--- config.mk ---
export PLATFORM = sky130hd
export DESIGN_NAME = swm_cell
export DESIGN_NICKNAME = d
export VERILOG_FILES = /design/src/rtl/sliding_window_median_core_macros.svh /design/src/rtl/swm_pkg.sv /design/src/rtl/swm_cell.sv
export SDC_FILE = /design/constraint.sdc
export NUM_CORES = 1
export LEC_CHECK = 0
export BUFFER_PORTS_ARGS = -buffer_cell sky130_fd_sc_hd__buf_2
export CAP_MARGIN = 40
export CORE_ASPECT_RATIO = 1.25
export CORE_MARGIN = 3
export CORE_UTILIZATION = 40
export DETAILED_ROUTE_END_ITERATION = 8
export GPL_TIMING_DRIVEN = 0
export PLACE_DENSITY = 0.73
export SLEW_MARGIN = 20
export SYNTH_ARGS = -nofsm -noshare
export SYNTH_HDL_FRONTEND = slang
export SYNTH_SLANG_ARGS = --single-unit
--- constraint.sdc ---
create_clock -name clk_i -period 3.18 [get_ports clk_i]
set_input_delay 0.636 -clock clk_i [delete_from_list [all_inputs] [get_ports clk_i]]
set_output_delay 0.636 -clock clk_i [all_outputs]
set_load 0.02 [all_outputs]
--- src/rtl/sliding_window_median_core_macros.svh ---
// Assertion macros for the sliding window median core.
`ifndef SLIDING_WINDOW_MEDIAN_CORE_MACROS_SVH
`define SLIDING_WINDOW_MEDIAN_CORE_MACROS_SVH

`ifndef NO_ASSERTIONS

// checked outside reset only
`define SWM_ASSERT(lbl, prop, msg) \
  lbl: assert property (@(posedge clk_i) disable iff (!rst_ni) (prop)) else $error(msg);

// checked at every edge, reset included
`define SWM_ASSERT_ALWAYS(lbl, prop, msg) \
  lbl: assert property (@(posedge clk_i) (prop)) else $error(msg);

`else

`define SWM_ASSERT(lbl, prop, msg)
`define SWM_ASSERT_ALWAYS(lbl, prop, msg)

`endif

`endif

--- src/rtl/swm_pkg.sv ---
package swm_pkg;

  localparam int CfgWidth  = 7;
  localparam int PortWidth = 32;
  localparam int OutWidth  = PortWidth + 1;

  // what a cell tells its neighbours about itself
  typedef struct packed {
    logic shift;  // the deleted entry sits at or below this cell
    logic le;     // entry held and not above the new sample
  } swm_flags_t;

endpackage

--- src/rtl/swm_cell.sv ---
module swm_cell #(
  parameter int SW = 32
) (
  input  logic                clk_i,
  input  logic                en_i,
  input  logic                del_en_i,
  input  logic                valid_i,
  input  logic [SW-1:0]       sample_i,
  input  logic [SW-1:0]       old_i,
  input  logic [SW-1:0]       left_val_i,
  input  swm_pkg::swm_flags_t left_flags_i,
  input  logic [SW-1:0]       right_val_i,
  input  swm_pkg::swm_flags_t right_flags_i,
  output logic [SW-1:0]       val_o,
  output swm_pkg::swm_flags_t flags_o
);
  import swm_pkg::*;

  logic [SW-1:0] val_q, val_d;
  logic [SW-1:0] after_del;
  logic [SW-1:0] left_after_del;
  logic          le_after_del;
  logic          left_le_after_del;
  swm_flags_t    flags;

  always_comb begin
    // the leftmost copy of the leaving value is removed, so every cell at or
    // above it moves down by one
    flags.shift = del_en_i && valid_i && ($signed(val_q) >= $signed(old_i));
    flags.le    = valid_i && ($signed(val_q) <= $signed(sample_i));
  end

  always_comb begin
    after_del         = flags.shift ? right_val_i : val_q;
    le_after_del      = flags.shift ? right_flags_i.le : flags.le;
    left_after_del    = left_flags_i.shift ? val_q : left_val_i;
    left_le_after_del = left_flags_i.shift ? flags.le : left_flags_i.le;
    if (le_after_del) begin
      val_d = after_del;
    end else if (left_le_after_del) begin
      val_d = sample_i;
    end else begin
      val_d = left_after_del;
    end
  end

  always_ff @(posedge clk_i) begin
    if (en_i) begin
      val_q <= val_d;
    end
  end

  assign val_o   = val_q;
  assign flags_o = flags;

endmodule

# Word level (Yosys, flattened, before mapping)
# Cells that the tools add are included.
# op_classes
n_bitwise	0
div	0
n_lt_le_gt_ge	2
add_sub_neg	0
muxes	6
mul	0
shifts	0
eq_ne	2
reduce_logical	4
# op_table
operator	n
$mux 32	4
$ge 32x32->1	1
$le 32x32->1	1
$logic_and 1x1->1	3
$ne 3x1->1 const B	1
$reduce_and 3->1	1
$mux 1	2
$ne 2x1->1 const B	1
# totals
n_memories	0
romBits	0
latchBits	0
regBits	32
wordCells	15
ram_bits	0
input_bits	136

# Logic depth before layout (Yosys ltp)
# depth
depth_word	5
ltp_mapped	12
ltp_nobuf	11

# Worst setup path before layout
# No wires, ideal clock.
# synth_timing
path_kind	input to register
from	input old_i[1]
to	register val_q[0] (netlist: val_o[0]), enable pin
cell_stages	11
t_arrival_ns	3.299
setup_slack_ns	-0.510
path_buffers	0
setup_ns	0.391
path_cell_list	inv_1 -> ha_1 -> nor2b_1 -> o211ai_1 -> a21oi_1 -> o31a_1 -> o21ai_1 -> a21oi_1 -> o31ai_2 -> o21a_1 -> o21a_1
# synth_lines
item	line_no	text
start, declared	swm_cell.sv:9	input logic [SW-1:0] old_i,
end signal, assigned	swm_cell.sv:49	val_q <= val_d;
end, declared	swm_cell.sv:19	logic [SW-1:0] val_q, val_d;

# Worst setup path after layout
# layout_timing
from	register val_q[1] (netlist: val_o[1])
to	register val_q[6] (netlist: val_o[6]) (data pin)
# layout_between
elab_chain_len	5
word_cells_on_any_way	8
classes_between	order compare (2); mux (4); reduce/logical (2)
# layout_lines
item	line_no	text
$le 32x32->1	swm_cell.sv:30	flags.le = valid_i && ($signed(val_q) <= $signed(sample_i));
$logic_and 1x1->1	swm_cell.sv:30	
$mux 1	swm_cell.sv:37	left_le_after_del = left_flags_i.shift ? flags.le : left_flags_i.le;
$mux 32	swm_cell.sv:40	end else if (left_le_after_del) begin
$mux 32 (*)	swm_cell.sv:38	if (le_after_del) begin
via val_d[6]	swm_cell.sv:19	
# The timed path passes the listed nets; every way through them passes the cells marked *.
# A chain may end at the register's enable or synchronous reset.

==> reports/results.tsv <==
metric	value	unit
skew	0.00863	ns
synth_cell_type_count	35	
overflow	0	
synth-xor-area-share	0	
dieArea	0.0100	mm^2
hold_depth	2	
slew_headroom	0.770	
synthMuxAreaShare	0.242	
placed_cells	629	
pre_cts_ws	-0.622	ns
slowest_delay	0.50	ns
layout.nets	740	
slew_violations	0	
synthSimpleGateAreaFrac	0.0868	
layout-drive-gt1-share	0.569	
synth_fp_nets	544	
setup_ws	-0.138	ns
hp-class	input port to flip-flop	
n_antenna_cell	0	
vias	3331	
worstPathRequired	3.22	ns
ir_drop	0.000235	V
multi_input_area	0.00273	mm^2
fmax	301	MHz
reg2reg_slack	-0.14	ns
yosysWarnings	0	
p_leak	2.77	nW
holdWs	0.644	ns
powerDensity	347	mW/mm^2
critical_path.top_delay_family	multiplexers	
first_pass_iters	4	
tightestPinTransition	0.345	ns
clock_latency	0.29	ns
setup_viol	34	
grt_first_pass_wirelength	16800	um
arrival	3.36	ns
syn_to_final_growth	51.0	%
violations	setup timing	
drc	0	
grt_pass1_vias	3655	
endpoint_kind	flip-flop	
cpMostUsedCell	mux2_4	
grt_max_degree	33	
largest_reg_flops	32	
gp_congestion	0.832	
cts_tree	done	
crit_chain	ha_4, nor2b_4, o211ai_1, a211oi_1, or4_1, a21oi_1, o31a_1, mux2_4, clkbuf_16, mux2_4, mux2_4	
synth.area.top_cells	edfxtp_1 (27%), ha_1 (23%), mux2_4 (13%)	
rr_worst_depth	11	
synth_top_family_by_area	multiplexers	
syn_avg_cell_area	10.3	um^2
critPathLaunchType	flip-flop	
clockBufferDepth	2	
grt_use_total	0.205	
status	finished with violations	
yosys.area_share.adder	0.226	
die_x	90.2	um
synth_compound_area_frac	0.0914	
min_to	val_o[1]	
ioPinCount	170	
rr_endpoint	val_o[6]	
yosys_most_used_dff	edfxtp_1	
yosysTopAreaCell	edfxtp_1	
clk_pin_slew	0.07	ns
regArea	961	um^2
maxCapViolCount	0	
hp-start	right_val_i[1]	
drtIter0Drc	138	
cts_buffers	5	
root_buffer	clkbuf_8	
synth_top_cell_area_share	0.271	
clock-sinks	32	
cpMaxStageDelayCell	edfxtp_1	
wl	10800	um
crit_fanout	6	
row_count	37	
ys_seq_area_frac	0.271	
synth_area	0.00354	mm^2
finalHoldViolations	0	
finalNonFillerCells	658	
synth_edf_count	32	
core_area	0.00843	mm^2
fin_crit	3.32	ns
dp_hpwl	8360	um
fillers	716	
grt_setup_unrepaired	yes	
initial_core_util	0.421	
min_period_over_period	1.04	
fp.dieH	111	um
ys_ff_latch	32	
post_drt_wl_per_cell	16.4	um
rr_startpoint	val_o[1]	
io_buffer_count	168	
final_common_cell	buf_2	
synth-async-reset-ratio	0	
cts_hold_buffers	0	
antenna_found_initial	0	
cts.htree.levels	2	
cp.depth	11	
ant_nets	0	
viasPerCell	5.06	
netlist_instances	344	
mostFrequentLayoutCells	buf_2 (165), mux2_4 (61), inv_1 (54)	
crit_type	flip-flop to flip-flop	
path_buf_inv	1	
worst max path at each step:
stage	startpoint	end	slack, ns
2_1_floorplan	sample_i[1]	val_o[10]	-0.20
3_3_place_gp	old_i[14]	val_o[15]	-0.54
3_5_place_dp	old_i[14]	val_o[12]	-0.62
4_1_cts	val_o[1]	val_o[10]	-0.08
5_1_grt	val_o[1]	val_o[26]	-0.25
6_report	val_o[1]	val_o[6]	-0.14
layer usage:
layer,track usage,vias to the layer above,wire length [um]
li1,-,1642,-
met1,0.214,1569,4130
met2,0.409,108,5930
met3,0.0373,12,545
met4,0.0613,0,201
met5,0,-,0
synthesized netlist by cell type (all sizes together) (2+ instances only):
library cell,n
o31a,2
a21oi,29
nand2,20
nor3,2
a21o,3
edfxtp,32
a211oi,2
nand2b,2
o21a,2
buf,6
o21ai,8
mux2,65
nand4,10
inv,65
nor4,2
nor2b,2
nor2,5
nand3,7
and4,4
o211ai,2
ha,64
through the flow:
stage	cell area, um^2	TNS, ns	utilization	power, mW
2_1_floorplan	3820	-6.11	-	1.15
3_3_place_gp	4800	-22.56	0.570	1.36
3_5_place_dp	4800	-26.49	0.570	1.39
4_1_cts	5210	-1.99	0.619	1.83
5_1_grt	5350	-7.69	0.635	1.97
6_report	5350	-3.88	0.635	1.86
logic make-up after synthesis:
kind of cell / count (synthesis)
buf+inv: 71
mux: 66
fa+ha+maj: 64
simple gates: 58
compound gates: 53
flops: 32
power breakdown:
| part | total [mW] | internal, mW | switching, mW |
|---|---|---|---|
| clock network | 0.313 | 0.153 | 0.161 |
| registers | 0.573 | 0.532 | 0.0407 |
| logic | 0.973 | 0.550 | 0.423 |
| total | 1.86 | 1.23 | 0.625 |
timing repair:
action / 4_1_cts / 5_1_grt
buffers inserted: 13 / 2
cloned: 2 / 4
pin swaps: 11 / 5
setup endpoints to repair: 66 / 66
gates resized for setup: 33 / 13
layout make-up:
type,count,share of cell area
Buffer,6,0.0215
Timing Repair Buffer,186,0.201
Inverter,65,0.0470
Tap cell,117,0.0273
Clock inverter,1,0.000701
Multi-Input combinational cell,244,0.509
Clock buffer,7,0.0143
Sequential cell,32,0.179
Note: power is estimated with default switching activity, not from simulation.
