[config.mk]
export PLATFORM = sky130hd
export DESIGN_NAME = swm_ring
export DESIGN_NICKNAME = d
export VERILOG_FILES = /design/src/rtl/sliding_window_median_core_macros.svh /design/src/rtl/swm_ring.sv
export SDC_FILE = /design/constraint.sdc
export NUM_CORES = 2
export LEC_CHECK = 0
export BUFFER_PORTS_ARGS = -buffer_cell sky130_fd_sc_hd__clkbuf_2
export CORE_ASPECT_RATIO = 1.5
export CORE_MARGIN = 2
export CORE_UTILIZATION = 55
export CTS_CLUSTER_SIZE = 30
export DETAILED_ROUTE_END_ITERATION = 10
export PLACE_DENSITY = 0.74
export SETUP_SLACK_MARGIN = 0.4
export SLEW_MARGIN = 5
export SYNTH_ARGS = -nofsm -noshare
export SYNTH_HDL_FRONTEND = slang
export SYNTH_SLANG_ARGS = --single-unit
[constraint.sdc]
create_clock -name clk_i -period 3.8 [get_ports clk_i]
set_input_delay 0.57 -clock clk_i [delete_from_list [all_inputs] [get_ports clk_i]]
set_output_delay 0.57 -clock clk_i [all_outputs]
set_load 0.1 [all_outputs]
[src/rtl/sliding_window_median_core_macros.svh]
// Assertion macros for the sliding window median core.
`ifndef SLIDING_WINDOW_MEDIAN_CORE_MACROS_SVH
`define SLIDING_WINDOW_MEDIAN_CORE_MACROS_SVH

`ifndef NO_ASSERTIONS

// checked outside reset only
`define SWM_ASSERT(lbl, prop, msg) \
  lbl: assert property (@(posedge clk_i) disable iff (!rst_ni) (prop)) else $error(msg);

// checked at every edge, reset included
`define SWM_ASSERT_ALWAYS(lbl, prop, msg) \
  lbl: assert property (@(posedge clk_i) (prop)) else $error(msg);

`else

`define SWM_ASSERT(lbl, prop, msg)
`define SWM_ASSERT_ALWAYS(lbl, prop, msg)

`endif

`endif

[src/rtl/swm_ring.sv]
module swm_ring #(
  parameter int DEPTH = 64,
  parameter int AW    = 6,
  parameter int DW    = 32
) (
  input  logic          clk_i,
  input  logic          we_i,
  input  logic [AW-1:0] waddr_i,
  input  logic [DW-1:0] wdata_i,
  input  logic [AW-1:0] raddr_i,
  output logic [DW-1:0] rdata_o
);

  logic [DW-1:0] mem [DEPTH];
  logic [DW-1:0] rdata_q;

  always_ff @(posedge clk_i) begin
    if (we_i) begin
      mem[waddr_i] <= wdata_i;
      // read rides on the write; same slot returns the new item
      if (raddr_i == waddr_i) begin
        rdata_q <= wdata_i;
      end else begin
        rdata_q <= mem[raddr_i];
      end
    end
  end

  assign rdata_o = rdata_q;

endmodule

== Word-level counts from Yosys, hierarchy flattened ==
Memories as Yosys holds them, arrays and structs flattened. A register that Yosys moved wholly into a read port is not among the register bits.
Index checks and enable logic that the tools add are counted.

* Multiplexer cells: 2

{| class="wikitable"
|+ Operator list
! kind !! count
|-
| $mux W1 || 2
|}

* Bits of input ports: 46
* Bits in registers: 0
* Memories kept: 1
* Logic and storage cells: 3
* RAM bits: 2048
* Output and inout port bits: 32

{| class="wikitable"
|+ Memories
! memory !! words !! width !! rd ports !! clocked after memory_dff !! write ports !! line !! source
|-
| mem || 64 || 32 || 1 || 1 || 1 || swm_ring.sv:14 || <nowiki>logic [DW-1:0] mem [DEPTH];</nowiki>
|}

== Depth between registers and ports, before layout ==
* Word-level depth: 2
* Gate-level depth with buffers: 12
* Gate-level depth less buffers: 6

== Worst setup path before layout ==
OpenSTA, ideal clock, no wires.

* Kind: input to register
* From: in waddr_i[5]
* To: mem mem[48][0] (enable)
* Slack: -0.156 ns
* Data arrival time: 3.495 ns
* Buffers on the path: 1
* Data required time: 3.339 ns
* Setup time: 0.461 ns
* Stages on the path: 4
* Cells stage by stage: clkbuf_1 nand3_1 or3_1 nor3_1

{| class="wikitable"
|+ RTL lines
! what !! line !! source
|-
| start, declared || swm_ring.sv:8 || <nowiki>input logic [AW-1:0] waddr_i,</nowiki>
|-
| end, declared || swm_ring.sv:14 ||
|}

No word-level cell before the write port.

==> run_results.csv <==
group,metric,value,unit
clock_network,cts_tree,"done",
floorplan,fp.dieH,472,µm
worst_setup_path,r2r_end,"rdata_o[30]",
logic_synthesis,synth_top_area_share,77.8,%
detailed_routing,via_per_inst,6.58,
detailed_routing,wirelength_met1,73800,µm
place,dpl.hpwl,122000,µm
logic_synthesis,ys_types,37,
logic_synthesis,synth_area_per_cell,19.3,µm²
sta,fin_skew,0.0309,ns
logic_synthesis,syn-num-nets,4209,
detailed_routing,dr.max_layer_used,"met5",
floorplan,start_util,55.4,%
worst_setup_path,cp-start-kind,"primary input",
place,gp_congestion,0.829,
global_routing,gr-total-overflow,0,
logic_synthesis,ys_warn_count,0,
final_layout,fin_nets,4454,
sta,tns,0,ns
logic_synthesis,ys.flop_type,"edfxtp_1",
sta,slew-limit-headroom,14.5,%
sta,fin_crit,2.76,ns
logic_synthesis,synthAdderAreaFrac,0,%
detailed_routing,vias,42500,
logic_synthesis,synth-xor-area-share,0.0654,%
final_layout,area_growth,13.2,%
sta,setup_viol,0,
worst_setup_path,cp.required,4.48,ns
floorplan,die_area,149000,µm²
worst_setup_path,critPathArrivalTime,3.44,ns
logic_synthesis,syn_inst,4163,
final_layout,fin_util,62.8,%
sta,worstMarginPinSlew,1.28,ns
final_layout,fillers,9568,
clock_network,insertion_delay,0.82,ns
sta,finalCritPeriodShare,72.5,%
power_and_ir_drop,power_frac_comb,6.1,%
floorplan,fp.dieW,316,µm
clock_network,cts_buffer_depth,3,
power_and_ir_drop,internal_power,0.0361,W
global_routing,gr-usage-all-layers,28.7,%
worst_setup_path,rrSetupSlack,1.56,ns
worst_setup_path,r2r-start,"mem[57][30]",
detailed_routing,drt_wl_total,214000,µm
power_and_ir_drop,seq_power_share,55.2,%
logic_synthesis,synthMuxAreaShare,14.0,%
power_and_ir_drop,clockPowerShare,38.7,%
clock_network,cts_inserted_buffers,176,
logic_synthesis,seq_area_frac_synth,77.8,%
power_and_ir_drop,p_switching,0.0101,W
global_routing,grt_max_degree,69,
sta,timing.hold.ws,0.331,ns
clock_network,cts_resized,0,
status,status,"finished clean",
sta,finalMaxSlewViolations,0,
clock_network,cts.reportedPaths.clkPinSlew,0.06,ns
worst_setup_path,critPathLaunch,"raddr_i[2]",
sta,hold_viol,0,
detailed_routing,firstDrtPassIters,8,
place,portBuffers,77,
clock_network,cts-root-buf,"clkbuf_16",
global_routing,antenna_found_initial,12,
flow_run,max_cap_viol_count,0,
floorplan,ios,78,
power_and_ir_drop,irDropWorstVdd,0.513,mV
clock_network,cts_setup_buffers,0,
logic_synthesis,ys_seq_elements,2080,
power_and_ir_drop,swShare,21.8,%
final_layout,layout-drive-gt1-share,17.1,%
worst_setup_path,endpoint,"rdata_o[17]",
detailed_routing,drc,0,
detailed_routing,met2_length,107000,µm
detailed_routing,met3WireLength,20800,µm
logic_synthesis,syn-cell-area,80300,µm²
power_and_ir_drop,p_leak,30.6,nW
worst_setup_path,cp_max_fo,52,
sta,max_freq,0.363,GHz
clock_network,ctsHoldBuffers,1,
logic_synthesis,synth_top_family_by_area,"multiplexers",
worst_hold_path,whs_path_depth,1,
floorplan,core_area,145000,µm²
logic_synthesis,synth_compound_area_share,4.58,%
worst_setup_path,ff2ff_path_depth,4,
sta,rsz0062_at_grt,"no",
floorplan,row_count,171,
power_and_ir_drop,p_per_area,508,nW/µm²
detailed_routing,antenna_left,0,
logic_synthesis,async_flop_share,0,%
global_routing,grt_pass1_vias,42700,
logic_synthesis,ys_top_cells_by_area,"edfxtp_1 78%, mux2i_1 10%, mux4_2 3.8%",
clock_network,h-tree-depth,4,
worst_hold_path,hold_class,"in2reg",
worst_setup_path,criticalPathCategory,"in2reg",
logic_synthesis,synth_edf_count,2080,
logic_synthesis,synth_area_leader_cell,"edfxtp_1",
global_routing,grt_pass1_wl,302000,µm
logic_synthesis,synthSimpleGateAreaFrac,2.12,%
detailed_routing,wire_per_inst,33.1,µm
worst_setup_path,cp-end-kind,"flop",
clock_network,clkSinkCount,2080,
detailed_routing,drtIter0Drc,5267,
## power groups by stage
| stage | Sequential [W] | Clock, W | Combinational, W |
|---|---|---|---|
| 2_1_floorplan | 0.0262 | 0 | 0.00128 |
| 4_1_cts | 0.0255 | 0.0180 | 0.00280 |
| 5_1_grt | 0.0255 | 0.0189 | 0.00293 |
| 3_5_place_dp | 0.0260 | 0 | 0.00279 |
| 3_3_place_gp | 0.0260 | 0 | 0.00273 |
| 6_report | 0.0255 | 0.0179 | 0.00282 |
## cell type report
| cell class | instances | area (µm²) | share of cell area (%) |
|---|---|---|---|
| clock inverter | 106 | 1050 | 1.15 |
| sequential | 2080 | 62500 | 68.7 |
| clock buffer | 215 | 4640 | 5.10 |
| multi-input combinational | 1828 | 17200 | 19.0 |
| timing repair buffer | 319 | 3140 | 3.45 |
| tap | 1903 | 2380 | 2.62 |
| inverter | 3 | 11.3 | 0.0124 |
| antenna | 5 | 12.5 | 0.0138 |
## kinds of logic after synthesis
logic type                Yosys count
AOI/OAI and AO/OA                 506
muxes                             953
buffers and inverters             255
and+or+nand+nor                   363
xor gates and xnor gates            6
DFF                              2080
## synth_stat cells, types with 5 or more instances
library cell     n
nand4_1         34
clkbuf_1       116
buf_1           11
a32oi_1         30
a21oi_1         64
buf_6            5
nand2_1        102
mux4_2         136
a22oi_1        404
mux2i_1        816
nor2b_1          9
nand3_1        130
nor2_1          69
buf_2          118
edfxtp_1      2080
## cell usage in the layout, fill, tap and decap left out, types with 3 or more instances in the layout
cell / synthesis / routed
clkinvlp_4: 0 / 6
clkinv_8: 0 / 4
a21oi_1: 64 / 64
clkinv_2: 0 / 32
nor2b_1: 9 / 4
buf_4: 2 / 169
nor2_1: 69 / 5
nand3_1: 130 / 130
edfxtp_1: 2080 / 2080
mux2i_1: 816 / 816
xnor2_1: 3 / 3
clkbuf_1: 116 / 35
mux4_2: 136 / 136
xor2_1: 3 / 3
diode_2: 0 / 5
clkinv_1: 0 / 40
inv_1: 3 / 3
nor2_4: 0 / 65
nand4_1: 34 / 34
nor2b_4: 0 / 5
clkbuf_16: 0 / 180
inv_16: 0 / 3
clkinv_4: 0 / 3
bufinv_16: 0 / 17
a32oi_1: 30 / 30
buf_12: 0 / 73
nand2_1: 102 / 102
a22oi_1: 404 / 404
clkbuf_2: 0 / 74
## routing by layer
| metal | global-route usage [%] | vias up |
|---|---|---|
| li1 | - | 17500 |
| met1 | 35.5 | 21900 |
| met2 | 48.1 | 2486 |
| met3 | 5.64 | 541 |
| met4 | 15.1 | 12 |
| met5 | 0 | - |
## worst min path at each step
stage                     start          end  slack, ns
finish               wdata_i[8]   mem[42][8]       0.33
global route         wdata_i[8]   mem[12][8]       0.33
CTS                 wdata_i[20]  mem[16][20]       0.31
detailed placement   wdata_i[5]   mem[42][5]       0.84
global placement     wdata_i[5]   mem[42][5]       0.83
floorplan            wdata_i[0]    mem[0][0]       0.67
## through the flow
step                      power, W  cells  setup WS (ns)  area (µm²)
after global routing        0.0473   6455           1.01       90900
after floorplan             0.0275   4163          0.559       80300
after CTS                   0.0463   6454           1.09       90900
final                       0.0462   6459           1.04       90900
after detailed placement    0.0288   6132          0.302       85200
after global placement      0.0287   6132          0.280       85200
## critical path, stage by stage
cell     delay (ns)
buf_8          0.52
buf_12         0.27
buf_12         0.34
buf_4          0.31
mux2i_1        0.10
a22oi_1        0.21
nand2_1        0.10
a21oi_1        0.57
a32oi_1        0.20
nand2_1        0.11
## registers in the layout, summed over array words and instances, names as in the netlist
name     cells
rdata_o     32
mem       2048
No activity file was read; power rests on OpenSTA's default activity.
